--- src/rtl/msph_pkg.sv ---
// Shared types and codes for the sustain pedal hold block.
// Request and response word layouts, event codes, result limit.
// No dependencies.
`default_nettype none

package msph_pkg;

   localparam logic [1:0] FUNC_PRESS    = 2'd0;
   localparam logic [1:0] FUNC_RELEASE  = 2'd1;
   localparam logic [1:0] FUNC_NOTE_ON  = 2'd2;
   localparam logic [1:0] FUNC_NOTE_OFF = 2'd3;

   localparam int MAX_RESULTS = 4;

   typedef struct packed {
      logic [1:0] func;
      logic [3:0] chan;
      logic [6:0] note_num;
      logic [6:0] vel;
   } req_word_type;

   typedef struct packed {
      logic        is_note_on;
      logic [3:0]  out_chan;
      logic [6:0]  out_note;
      logic [6:0]  out_vel;
      logic [1:0]  note_group;
      logic [31:0] note_mask;
      logic        last;
   } rsp_word_type;

endpackage

`default_nettype wire

--- src/rtl/msph_ram.sv ---
// Generic single-port-write, single-port-read RAM with registered read data.
// No dependencies.
`default_nettype none

module msph_ram #(
   parameter int WIDTH = 32,
   parameter int DEPTH = 64
) (
   input  wire logic                                      clock,
   input  wire logic                                      wr_en,
   input  wire logic [((DEPTH > 1) ? $clog2(DEPTH) : 1)-1:0] wr_addr,
   input  wire logic [WIDTH-1:0]                          wr_data,
   input  wire logic                                      rd_en,
   input  wire logic [((DEPTH > 1) ? $clog2(DEPTH) : 1)-1:0] rd_addr,
   output logic      [WIDTH-1:0]                          rd_data
);

   logic [WIDTH-1:0] mem [DEPTH];

   always_ff @(posedge clock) begin
      if (wr_en) begin
         mem[wr_addr] <= wr_data;
      end
      if (rd_en) begin
         rd_data <= mem[rd_addr];
      end
   end

endmodule

`default_nettype wire

--- src/rtl/msph_note_map.sv ---
// Splits a note number into its held-map word index and bit masks.
// No dependencies.
`default_nettype none

module msph_note_map #(
   parameter int WORD_BITS = 32
) (
   input  wire logic [6:0]           note,
   output logic      [3:0]           word,
   output logic      [WORD_BITS-1:0] word_mask,
   output logic      [31:0]          mask32
);

   localparam int QMAX = 127 / WORD_BITS;

   logic [5:0] offs;

   always_comb begin
      word = 4'd0;
      for (int k = 1; k < 16; k++) begin
         if (k <= QMAX && int'(note) >= k * WORD_BITS) begin
            word = 4'(k);
         end
      end
      offs      = 6'(note - 7'(int'(word) * WORD_BITS));
      word_mask = WORD_BITS'(64'd1 << offs);
      mask32    = 32'(64'd1 << offs);
   end

endmodule

`default_nettype wire

--- src/rtl/msph_held_store.sv ---
// Held note-off map: RAM plus per-entry valid flags; unwritten entries read zero.
// Depends on msph_ram.
`default_nettype none

module msph_held_store #(
   parameter int ADDR_BITS = 6,
   parameter int WORD_BITS = 32
) (
   input  wire logic                 clock,
   input  wire logic                 reset,
   input  wire logic [ADDR_BITS-1:0] addr,
   input  wire logic                 rd_en,
   input  wire logic                 wr_en,
   input  wire logic [WORD_BITS-1:0] wr_data,
   input  wire logic                 clr_en,
   output logic      [WORD_BITS-1:0] rd_word
);

   localparam int DEPTH = 1 << ADDR_BITS;

   logic [DEPTH-1:0]     vld_ff;
   logic [DEPTH-1:0]     vld_in;
   logic                 rd_vld_ff;
   logic [WORD_BITS-1:0] ram_data;

   msph_ram #(
      .WIDTH(WORD_BITS),
      .DEPTH(DEPTH)
   ) u_ram (
      .clock   (clock),
      .wr_en   (wr_en),
      .wr_addr (addr),
      .wr_data (wr_data),
      .rd_en   (rd_en),
      .rd_addr (addr),
      .rd_data (ram_data)
   );

   always_comb begin
      vld_in = vld_ff;
      if (wr_en) begin
         vld_in[addr] = 1'b1;
      end else if (clr_en) begin
         vld_in[addr] = 1'b0;
      end
   end

   always_ff @(posedge clock) begin
      if (reset) begin
         vld_ff    <= '0;
         rd_vld_ff <= 1'b0;
      end else begin
         vld_ff <= vld_in;
         if (rd_en) begin
            rd_vld_ff <= vld_ff[addr];
         end
      end
   end

   assign rd_word = rd_vld_ff ? ram_data : '0;

endmodule

`default_nettype wire

--- src/rtl/midi_sustain_pedal_hold_core.sv ---
// Sustain pedal hold: one item at a time, RMW on the held-note RAM; uses msph_pkg, note_map, store.
// Press sets the pedal bit, no result. Tracked note on/off: read in decode, write in RMW,
// result registered in emit; held note off set in RMW, no result; untracked channel/note: emit.
// Release: a scan and a check state per word (NOTES/WORD_BITS words), then flush; a result
// stalled in the output register stops the block, and req with it, once the next is ready.
// Reset clears pedal bits and the held map at once through per-entry valid flags.
`default_nettype none

module midi_sustain_pedal_hold_core #(
   parameter int CHANNELS  = 16,
   parameter int NOTES     = 128,
   parameter int WORD_BITS = 32
) (
   input  wire logic                  clock,
   input  wire logic                  reset,
   input  wire logic                  req_valid,
   output logic                       req_stall,
   input  wire msph_pkg::req_word_type req_data,
   output logic                       rsp_valid,
   input  wire logic                  rsp_stall,
   output msph_pkg::rsp_word_type     rsp_data
);

   import msph_pkg::*;

   localparam int WORDS = (NOTES + WORD_BITS - 1) / WORD_BITS;
   localparam int CW    = (CHANNELS > 1) ? $clog2(CHANNELS) : 1;
   localparam int WW    = (WORDS > 1) ? $clog2(WORDS) : 1;
   localparam int AW    = CW + WW;

   typedef enum logic [6:0] {
      S_IDLE   = 7'b0000001,
      S_DECODE = 7'b0000010,
      S_RMW    = 7'b0000100,
      S_EMIT   = 7'b0001000,
      S_SCAN   = 7'b0010000,
      S_SCHK   = 7'b0100000,
      S_FLUSH  = 7'b1000000
   } state_type;

   state_type            state_ff, state_in;
   req_word_type         item_ff, item_in;
   logic [CHANNELS-1:0]  pedal_ff, pedal_in;
   logic [WW-1:0]        idx_ff, idx_in;
   logic [2:0]           cnt_ff, cnt_in;
   logic                 pend_vld_ff, pend_vld_in;
   logic [WW-1:0]        pend_idx_ff, pend_idx_in;
   logic [31:0]          pend_mask_ff, pend_mask_in;
   logic                 rsp_valid_ff, rsp_valid_in;
   rsp_word_type         rsp_ff, rsp_in;

   logic                 rsp_load;
   logic                 out_free;
   logic                 ch_ok, note_ok, pedal_hit;
   logic [3:0]           word;
   logic [WORD_BITS-1:0] word_mask;
   logic [31:0]          mask32;
   logic [AW-1:0]        st_addr;
   logic                 st_rd_en, st_wr_en, st_clr_en;
   logic [WORD_BITS-1:0] st_wr_data, st_rd_word;
   logic [CHANNELS-1:0]  chan_bit;
   rsp_word_type         pend_rsp;

   msph_note_map #(
      .WORD_BITS(WORD_BITS)
   ) u_note_map (
      .note      (item_ff.note_num),
      .word      (word),
      .word_mask (word_mask),
      .mask32    (mask32)
   );

   msph_held_store #(
      .ADDR_BITS(AW),
      .WORD_BITS(WORD_BITS)
   ) u_store (
      .clock   (clock),
      .reset   (reset),
      .addr    (st_addr),
      .rd_en   (st_rd_en),
      .wr_en   (st_wr_en),
      .wr_data (st_wr_data),
      .clr_en  (st_clr_en),
      .rd_word (st_rd_word)
   );

   assign ch_ok     = int'(item_ff.chan) < CHANNELS;
   assign note_ok   = int'(item_ff.note_num) < NOTES;
   assign chan_bit  = CHANNELS'(1) << item_ff.chan;
   assign pedal_hit = |(pedal_ff & chan_bit);
   assign out_free  = !rsp_valid_ff || !rsp_stall;
   assign req_stall = (state_ff != S_IDLE);

   always_comb begin
      pend_rsp.is_note_on = 1'b0;
      pend_rsp.out_chan   = item_ff.chan;
      pend_rsp.out_note   = 7'(int'(pend_idx_ff) * WORD_BITS);
      pend_rsp.out_vel    = 7'd0;
      pend_rsp.note_group = 2'(pend_idx_ff);
      pend_rsp.note_mask  = pend_mask_ff;
      pend_rsp.last       = 1'b0;
   end

   always_comb begin
      state_in     = state_ff;
      item_in      = item_ff;
      pedal_in     = pedal_ff;
      idx_in       = idx_ff;
      cnt_in       = cnt_ff;
      pend_vld_in  = pend_vld_ff;
      pend_idx_in  = pend_idx_ff;
      pend_mask_in = pend_mask_ff;
      rsp_load     = 1'b0;
      rsp_in       = rsp_ff;
      st_addr      = {item_ff.chan[CW-1:0], word[WW-1:0]};
      st_rd_en     = 1'b0;
      st_wr_en     = 1'b0;
      st_wr_data   = st_rd_word;
      st_clr_en    = 1'b0;

      case (state_ff)
         S_IDLE: begin
            if (req_valid) begin
               item_in  = req_data;
               state_in = S_DECODE;
            end
         end
         S_DECODE: begin
            state_in = S_IDLE;
            if (item_ff.func == FUNC_PRESS) begin
               pedal_in = pedal_ff | chan_bit;
            end else if (item_ff.func == FUNC_RELEASE) begin
               if (ch_ok) begin
                  pedal_in    = pedal_ff & ~chan_bit;
                  idx_in      = '0;
                  cnt_in      = 3'd0;
                  pend_vld_in = 1'b0;
                  state_in    = S_SCAN;
               end
            end else if (ch_ok && note_ok) begin
               st_rd_en = 1'b1;
               state_in = S_RMW;
            end else begin
               state_in = S_EMIT;
            end
         end
         S_RMW: begin
            state_in = S_EMIT;
            if (item_ff.func == FUNC_NOTE_ON) begin
               st_wr_en   = 1'b1;
               st_wr_data = st_rd_word & ~word_mask;
            end else if (pedal_hit) begin
               st_wr_en   = 1'b1;
               st_wr_data = st_rd_word | word_mask;
               state_in   = S_IDLE;
            end
         end
         S_EMIT: begin
            if (out_free) begin
               rsp_load          = 1'b1;
               rsp_in.is_note_on = (item_ff.func == FUNC_NOTE_ON);
               rsp_in.out_chan   = item_ff.chan;
               rsp_in.out_note   = item_ff.note_num;
               rsp_in.out_vel    = (item_ff.func == FUNC_NOTE_ON) ? item_ff.vel : 7'd0;
               rsp_in.note_group = word[1:0];
               rsp_in.note_mask  = (item_ff.func == FUNC_NOTE_ON) ? 32'd0 : mask32;
               rsp_in.last       = 1'b1;
               state_in          = S_IDLE;
            end
         end
         S_SCAN: begin
            st_addr  = {item_ff.chan[CW-1:0], idx_ff};
            st_rd_en = 1'b1;
            state_in = S_SCHK;
         end
         S_SCHK: begin
            st_addr = {item_ff.chan[CW-1:0], idx_ff};
            if (|st_rd_word) begin
               if (!pend_vld_ff || out_free) begin
                  if (pend_vld_ff) begin
                     rsp_load = 1'b1;
                     rsp_in   = pend_rsp;
                  end
                  pend_vld_in  = 1'b1;
                  pend_idx_in  = idx_ff;
                  pend_mask_in = 32'(st_rd_word);
                  st_clr_en    = 1'b1;
                  cnt_in       = cnt_ff + 3'd1;
                  if (cnt_ff == 3'(MAX_RESULTS - 1) || int'(idx_ff) == WORDS - 1) begin
                     state_in = S_FLUSH;
                  end else begin
                     idx_in   = idx_ff + WW'(1);
                     state_in = S_SCAN;
                  end
               end
            end else if (int'(idx_ff) == WORDS - 1) begin
               state_in = S_FLUSH;
            end else begin
               idx_in   = idx_ff + WW'(1);
               state_in = S_SCAN;
            end
         end
         S_FLUSH: begin
            if (!pend_vld_ff) begin
               state_in = S_IDLE;
            end else if (out_free) begin
               rsp_load      = 1'b1;
               rsp_in        = pend_rsp;
               rsp_in.last   = 1'b1;
               pend_vld_in   = 1'b0;
               state_in      = S_IDLE;
            end
         end
         default: begin
            state_in = S_IDLE;
         end
      endcase

      if (rsp_load) begin
         rsp_valid_in = 1'b1;
      end else if (!rsp_stall) begin
         rsp_valid_in = 1'b0;
      end else begin
         rsp_valid_in = rsp_valid_ff;
      end
   end

   always_ff @(posedge clock) begin
      if (reset) begin
         state_ff     <= S_IDLE;
         pedal_ff     <= '0;
         idx_ff       <= '0;
         cnt_ff       <= 3'd0;
         pend_vld_ff  <= 1'b0;
         rsp_valid_ff <= 1'b0;
      end else begin
         state_ff     <= state_in;
         pedal_ff     <= pedal_in;
         idx_ff       <= idx_in;
         cnt_ff       <= cnt_in;
         pend_vld_ff  <= pend_vld_in;
         rsp_valid_ff <= rsp_valid_in;
      end
   end

   always_ff @(posedge clock) begin
      item_ff      <= item_in;
      pend_idx_ff  <= pend_idx_in;
      pend_mask_ff <= pend_mask_in;
      if (rsp_load) begin
         rsp_ff <= rsp_in;
      end
   end

   assign rsp_valid = rsp_valid_ff;
   assign rsp_data  = rsp_ff;

`ifndef SYNTHESIS
   a_load_free: assert property (@(posedge clock) disable iff (reset)
      rsp_load |-> out_free)
      else $error("result loaded over an unaccepted word");

   a_cnt_max: assert property (@(posedge clock) disable iff (reset)
      cnt_ff <= 3'(MAX_RESULTS))
      else $error("release result count overran");

   a_idle_no_pend: assert property (@(posedge clock) disable iff (reset)
      (state_ff == S_IDLE) |-> !pend_vld_ff)
      else $error("pending group left behind at idle");

   a_release_clears: assert property (@(posedge clock) disable iff (reset)
      (state_ff == S_DECODE && item_ff.func == FUNC_RELEASE && ch_ok)
      |=> !(|(pedal_ff & chan_bit)))
      else $error("pedal bit not cleared on release");
`endif

endmodule

`default_nettype wire
--- config.mk ---
export PLATFORM = sky130hd
export DESIGN_NAME = midi_sustain_pedal_hold_core
export DESIGN_NICKNAME = d
export VERILOG_FILES = /design/src/rtl/msph_pkg.sv /design/src/rtl/msph_ram.sv /design/src/rtl/msph_note_map.sv /design/src/rtl/msph_held_store.sv /design/src/rtl/midi_sustain_pedal_hold_core.sv
export SDC_FILE = /design/constraint.sdc
export NUM_CORES = 2
export LEC_CHECK = 0
export BUFFER_PORTS_ARGS = -buffer_cell sky130_fd_sc_hd__buf_2
export CORE_AREA = 2 2 343 514
export DETAILED_ROUTE_END_ITERATION = 8
export DIE_AREA = 0 0 345 516
export PLACE_DENSITY = 0.68
export SETUP_SLACK_MARGIN = 0.02
export SYNTH_ARGS = -nofsm -noshare
export SYNTH_HDL_FRONTEND = slang
export SYNTH_SLANG_ARGS = --single-unit
--- constraint.sdc ---
create_clock -name clock -period 4.42 [get_ports clock]
set_input_delay 0.221 -clock clock [delete_from_list [all_inputs] [get_ports clock]]
set_output_delay 0.221 -clock clock [all_outputs]
set_load 0.01 [all_outputs]
Word level (Yosys, flattened, before mapping)
Memories as Yosys holds them, arrays and structs flattened. A register that Yosys moved wholly into a read port is not among the register bits.
Index checks and enable logic that the tools add are counted.

operators by class
  $add $sub $neg = 3
  magnitude comparators = 5
  equal/unequal tests = 25
  shift operators = 2
  muxes and demuxes = 75
  bitwise operators = 10
  reduce and logical (&&, ||, !) cells = 24

operators with widths
  kind                                                                 count
  54-bit two-way mux                                                   6
  54-bit one-hot mux with 3 select lines                               1
  32-bit two-way mux                                                   5
  64-bit two-way mux                                                   2
  64-bit bitwise AND                                                   1
  64-bit NOT                                                           1
  64-bit bitwise OR                                                    1
  7-bit two-way mux                                                    8
  7-bit one-hot mux with 7 select lines                                1
  16-bit bitwise AND                                                   2
  32-bit bitwise AND                                                   1
  16-bit two-way mux                                                   2
  32-bit NOT                                                           1
  32-bit bitwise OR                                                    1
  32-bit OR reduction                                                  1
  1-bit by 6-bit left shift with 32-bit output (first input constant)  1
  1-bit two-way mux                                                    26
  2-bit two-way mux                                                    9
  2-bit inequality test (second input constant)                        9
  16-bit NOT                                                           1
  16-bit bitwise OR                                                    1
  16-bit OR reduction                                                  1
  1-bit by 4-bit left shift with 16-bit output (first input constant)  1
  7-bit >= comparator (second input constant)                          2
  other kinds (40)                                                     59

storage, ports and cells
  register bits after elaboration = 203
  RAM bits = 2048
  input port bits = 24
  output and inout port bits = 56
  word-level logic and storage cells = 166
  memories kept = 1

memories
  memory             words  width  rd ports  clocked after Yosys merged registers in  wr ports  RTL line        RTL
  u_store.u_ram.mem  64     32     1         1                                        1         msph_ram.sv:18  logic [WIDTH-1:0] mem [DEPTH];

Depth between registers and ports, before layout
  depth in word-level cells = 13
  gate-level depth with buffers = 14
  mapped depth without buffers = 8

Modules after synthesis
Synthesis repeated with hierarchy kept, for this count alone.

unflattened totals
  cell total of the unflattened synthesis = 4637
  area, all modules = 89508.3 µm²

modules (own cells, without submodules)
  module                        instances  cells an instance  area each (µm²)  seq. area each (µm²)
  msph_ram                      1          3572               79211.0          62459.9
  midi_sustain_pedal_hold_core  1          546                6211.0           3843.7
  msph_held_store               1          435                3606.0           1301.2
  msph_note_map                 1          84                 480.5            0.0

Least setup slack after synthesis
OpenSTA, ideal clock, no wires.

  path kind = register to register
  from = reg state_ff[1]
  to = reg u_store.rd_vld_ff
  setup time = 0.140 ns
  arrival time = 4.393 ns
  required time = 4.280 ns
  path slack = -0.112 ns
  cell stages (with the launch flop) = 9
  buffers on the path = 1
  clock period less this slack = 4.532 ns
  cells stage by stage = dfxtp_1 nor3_2 buf_2 nand2_1 o21ai_0 o211ai_1 a2bb2oi_1 a2111oi_0 a41oi_1

between the ends
  elaborated cells on any way between the ends = 8
  those cells by class = eq/ne (3); mux (4); reduce/logical (1)

RTL lines
  element                                                                                                           RTL line                             RTL
  start: declaration                                                                                                midi_sustain_pedal_hold_core.sv:41   state_type state_ff, state_in;
  start signal: assignment                                                                                          midi_sustain_pedal_hold_core.sv:237  state_ff <= state_in;
  7-bit by 5-bit equality test with 1-bit output or 7-bit by 2-bit equality test with 1-bit output (tied branches)  midi_sustain_pedal_hold_core.sv:121  case (state_ff)
  1-bit one-hot mux with 2 select lines (*)                                                                         midi_sustain_pedal_hold_core.sv:121
  via st_rd_en                                                                                                      midi_sustain_pedal_hold_core.sv:59   logic st_rd_en, st_wr_en, st_clr_en;
  end signal: assignment                                                                                            msph_held_store.sv:55                rd_vld_ff <= vld_ff[addr];
  end: declaration                                                                                                  msph_held_store.sv:23                logic rd_vld_ff;

The timed path passes the listed nets; every way through them passes the cells marked *. The select of a mux whose other input is x is not followed.
A chain may end at the register's enable or synchronous reset.

Worst setup path after layout
  from = reg state_ff[4]
  to = reg u_store.u_ram.rd_data[10], read port of u_store.u_ram.mem (data pin)

between the ends
  word-level cells in the longest chain between the ends = 3
  elaborated cells on any way between the ends = 6
  those cells by class = eq/ne (3); mux (2); reduce/logical (1)

RTL lines
  element                                                                                                           RTL line                             RTL
  7-bit by 6-bit equality test with 1-bit output or 7-bit by 5-bit equality test with 1-bit output (tied branches)  midi_sustain_pedal_hold_core.sv:121
  2-bit OR reduction (no source line)                                                                               n/a
  2-bit two-way mux                                                                                                 midi_sustain_pedal_hold_core.sv:121
  end: declaration                                                                                                  msph_ram.sv:15                       output logic [WIDTH-1:0] rd_data

Several ways; a longest one is shown, not always the timed one.

==> run_results.csv <==
group,metric,value,unit
clocking,clockBufferDepth,3,
sta,skew,0.0462,ns
floorplan,die_h,516,um
place,post-dp-hpwl,199000,um
clocking,htree_levels,4,
synthesis,syn-num-nets,5171,
sta,hold_viol,0,
synthesis,synthesis.area,86300,sq um
sta,rsz0062_at_grt,"no",
floorplan,rows,187,
global_route,grt_pass1_vias,53800,
worst_setup_path,rrSetupSlack,-0.01,ns
place,place_area,94400,sq um
power,p_leak,30.2,nW
floorplan,die-area,178000,sq um
detailed_routing,vias,56300,
detailed_routing,drt_first_pass_iters,8,
sta,maxSlewViolCount,0,
synthesis,yosysWarnings,0,
sta,setup_viol,1,
worst_setup_path,crit_path_max_fanout,26,
worst_setup_path,path_class,"reg2reg",
detailed_routing,via_per_inst,7.01,
floorplan,dieWidth,345,um
detailed_routing,drc,0,
sta,slew_headroom,9.12,%
clocking,ctsRootBufferMaster,"clkbuf_16",
clocking,clkSinkCount,2283,
sta,timing.fmax,0.226,GHz
clocking,cts_buffers,192,
final_layout,nNetsFinal,5623,
clocking,clk-insertion-delay-late,0.88,ns
job,cap_violations,0,
detailed_routing,wire_per_inst,40.3,um
synthesis,synthDistinctLibCells,87,
place,io_buffers,79,
global_route,antenna_found_initial,10,
final_layout,utilization,58.4,%
global_route,grt_use_total,35.7,%
place,place_congestion,1.01,
synthesis,ys_ff_latch,2283,
synthesis,synth_flop_cell,"edfxtp_1",
clocking,postCtsSetupBuffers,0,
final_layout,final_common_cell,"edfxtp_1",
global_route,grt_max_degree,69,
synthesis,syn-mean-instance-area,16.8,sq um
synthesis,ys_async_sr_fraction,0,%
global_route,grt_remaining_overflow,0,
sta,finalCritPeriodShare,100,%
final_layout,drive_above_1_share,19.3,%
final_layout,final_cell_mix,"2188 x edfxtp_1, 375 x nand2_1, 322 x buf_4",
floorplan,initial_core_util,49.8,%
floorplan,io_pins,80,
final_layout,area_growth,17.2,%
synthesis,seq_area_frac_synth,78.3,%
sta,min_period,4.43,ns
min_path,hold_path_class,"in2reg",
worst_setup_path,worst-endpoint-arrival,4.97,ns
worst_setup_path,startpoint_type,"register",
outcome,status,"finished with violations",
clocking,cts_tree,"done",
global_route,grt_pass1_wl,436000,um
sta,fin_ws,-0.0110,ns
power,vdd_drop_max,0.426,mV
detailed_routing,drt-initial-drc-count,11300,
final_layout,stdcell_area,101000,sq um
floorplan,core_area,173000,sq um
place,dp_slack,-0.124,ns
sta,finalSetupTns,-0.0110,ns
detailed_routing,drt.antenna.violating_nets,0,
synthesis,postSynthCellCount,5144,
worst_setup_path,cp.required,4.96,ns
outcome,failed_checks,"setup timing",
clocking,clk_pin_slew_worst_paths,0.07,ns
power,power.density,433,nW/um^2
sta,tightest_slew,1.36,ns
worst_setup_path,cp-end-kind,"register",
detailed_routing,finalWirelength,324000,um
synthesis,synth_edf_count,2188,
[critical path, cell delays in order, from the launching register on]
cell      delay, ns
dfxtp_1        0.56
xor2_1         0.18
buf_4          0.20
a31o_2         0.29
a21oi_4        0.27
buf_12         0.27
buf_12         0.18
a222oi_1       0.39
nand4_1        0.60
a221oi_2       0.79
nand4_1        0.32
[sequential cells by signal, indices dropped and copies added, names as in the netlist, named ones only]
register and cells:
item_ff 20, idx_ff 2, state_ff 7, pend_mask_ff 32, rsp_data 54, rsp_valid 1
u_store.u_ram.rd_data 32, pend_vld_ff 1, u_store.rd_vld_ff 1, cnt_ff 3, pend_idx_ff 2, u_store.u_ram.mem 2048
[final cells by class]
class,count,area [sq um]
diodes,9,22.5
clock buffers,223,4970
clock inverters,128,1440
fillers,12800,72000
inverters,71,267
multi-input cells,2456,17600
flip-flops and latches,2283,67600
well taps,2268,2840
repair buffers,592,6380
[routing by layer]
metal	part of all wire (%)	vias to the layer above	global-route usage (%)
li1	-	21900	-
met1	31	28200	40.9
met2	46	5062	56.8
met3	13	1155	8.05
met4	11	2	31.7
met5	0.0068	-	0
[synthesized netlist by cell type, drive strengths merged, types with 5 or more instances]
library cell / count / area (sq um)
edfxtp: 2188 / 65700
nand2: 381 / 1430
a21oi: 323 / 1630
a22oi: 240 / 1810
a222oi: 186 / 1860
buf: 186 / 901
mux2i: 168 / 1680
clkbuf: 148 / 556
o21ai: 134 / 671
nor2: 109 / 417
dfxtp: 95 / 1900
a221oi: 85 / 744
mux2: 85 / 961
a22o: 73 / 639
a31oi: 71 / 444
inv: 70 / 263
nand3: 63 / 328
nand4: 52 / 325
and2: 46 / 290
o2bb2ai: 43 / 377
o211ai: 36 / 270
o31ai: 36 / 303
nor3: 29 / 155
o22ai: 28 / 175
a211oi: 26 / 200
mux4: 23 / 518
nor4: 21 / 138
and3: 19 / 119
nand2b: 17 / 106
a21o: 14 / 105
a221o: 13 / 130
a311oi: 12 / 105
nor2b: 10 / 62.6
a31o: 8 / 70.1
a32oi: 8 / 70.1
a211o: 7 / 61.3
o31a: 7 / 61.3
or3: 7 / 43.8
a2111oi: 6 / 52.6
o2111ai: 6 / 52.6
o22a: 6 / 52.6
a2bb2oi: 5 / 43.8
or2: 5 / 31.3
[what timing repair did]
| action | 4_1_cts | 5_1_grt |
|---|---|---|
| hold endpoints to repair | 42 | 0 |
| hold buffers | 25 | 0 |
| setup endpoints to repair | 2 | 4 |
| pin swaps | 0 | 1 |
| resized for setup | 2 | 3 |
[power by group]
part	internal (W)	total, W	leakage [nW]	switching, W
Combinational	0.000904	0.00281	9.46	0.00190
Clock	0.00955	0.0175	3.13	0.00798
Sequential	0.0234	0.0235	17.6	0.0000364
Total	0.0339	0.0438	30.2	0.00992
[cells by family (layout without fill, tap and decap cells)]
logic type	Yosys count	count (layout)	synth area share (%)
adders and majority gates	3	3	0.0435
DFF	2283	2283	78.3
AOI/OAI and AO/OA	1396	1396	11.7
muxes	276	276	3.66
and+or+nand+nor	778	778	4.18
xor gates and xnor gates	3	3	0.0392
buffers and inverters	405	1014	2.00
other	0	9	0
[path summary, 6_finish.rpt]
path                start                        end  depth (start not counted)
max           state_ff[4]  u_store.u_ram.rd_data[10]                         10
min reg2reg     cnt_ff[1]                  cnt_ff[1]                          2
max reg2reg   state_ff[4]  u_store.u_ram.rd_data[10]                         10
min          req_data[17]                item_ff[17]                          2
[metrics by stage]
| stage | total power [W] | hold slack, ns | std cells |
|---|---|---|---|
| floorplan | 0.0252 | 0.320 | 5144 |
| global placement | 0.0266 | 0.402 | 7644 |
| detailed placement | 0.0266 | 0.400 | 7644 |
| CTS | 0.0437 | 0.0300 | 8020 |
| global route | 0.0445 | 0.0453 | 8023 |
| finish | 0.0438 | 0.0561 | 8030 |
Note: power is estimated with default switching activity, not from simulation.
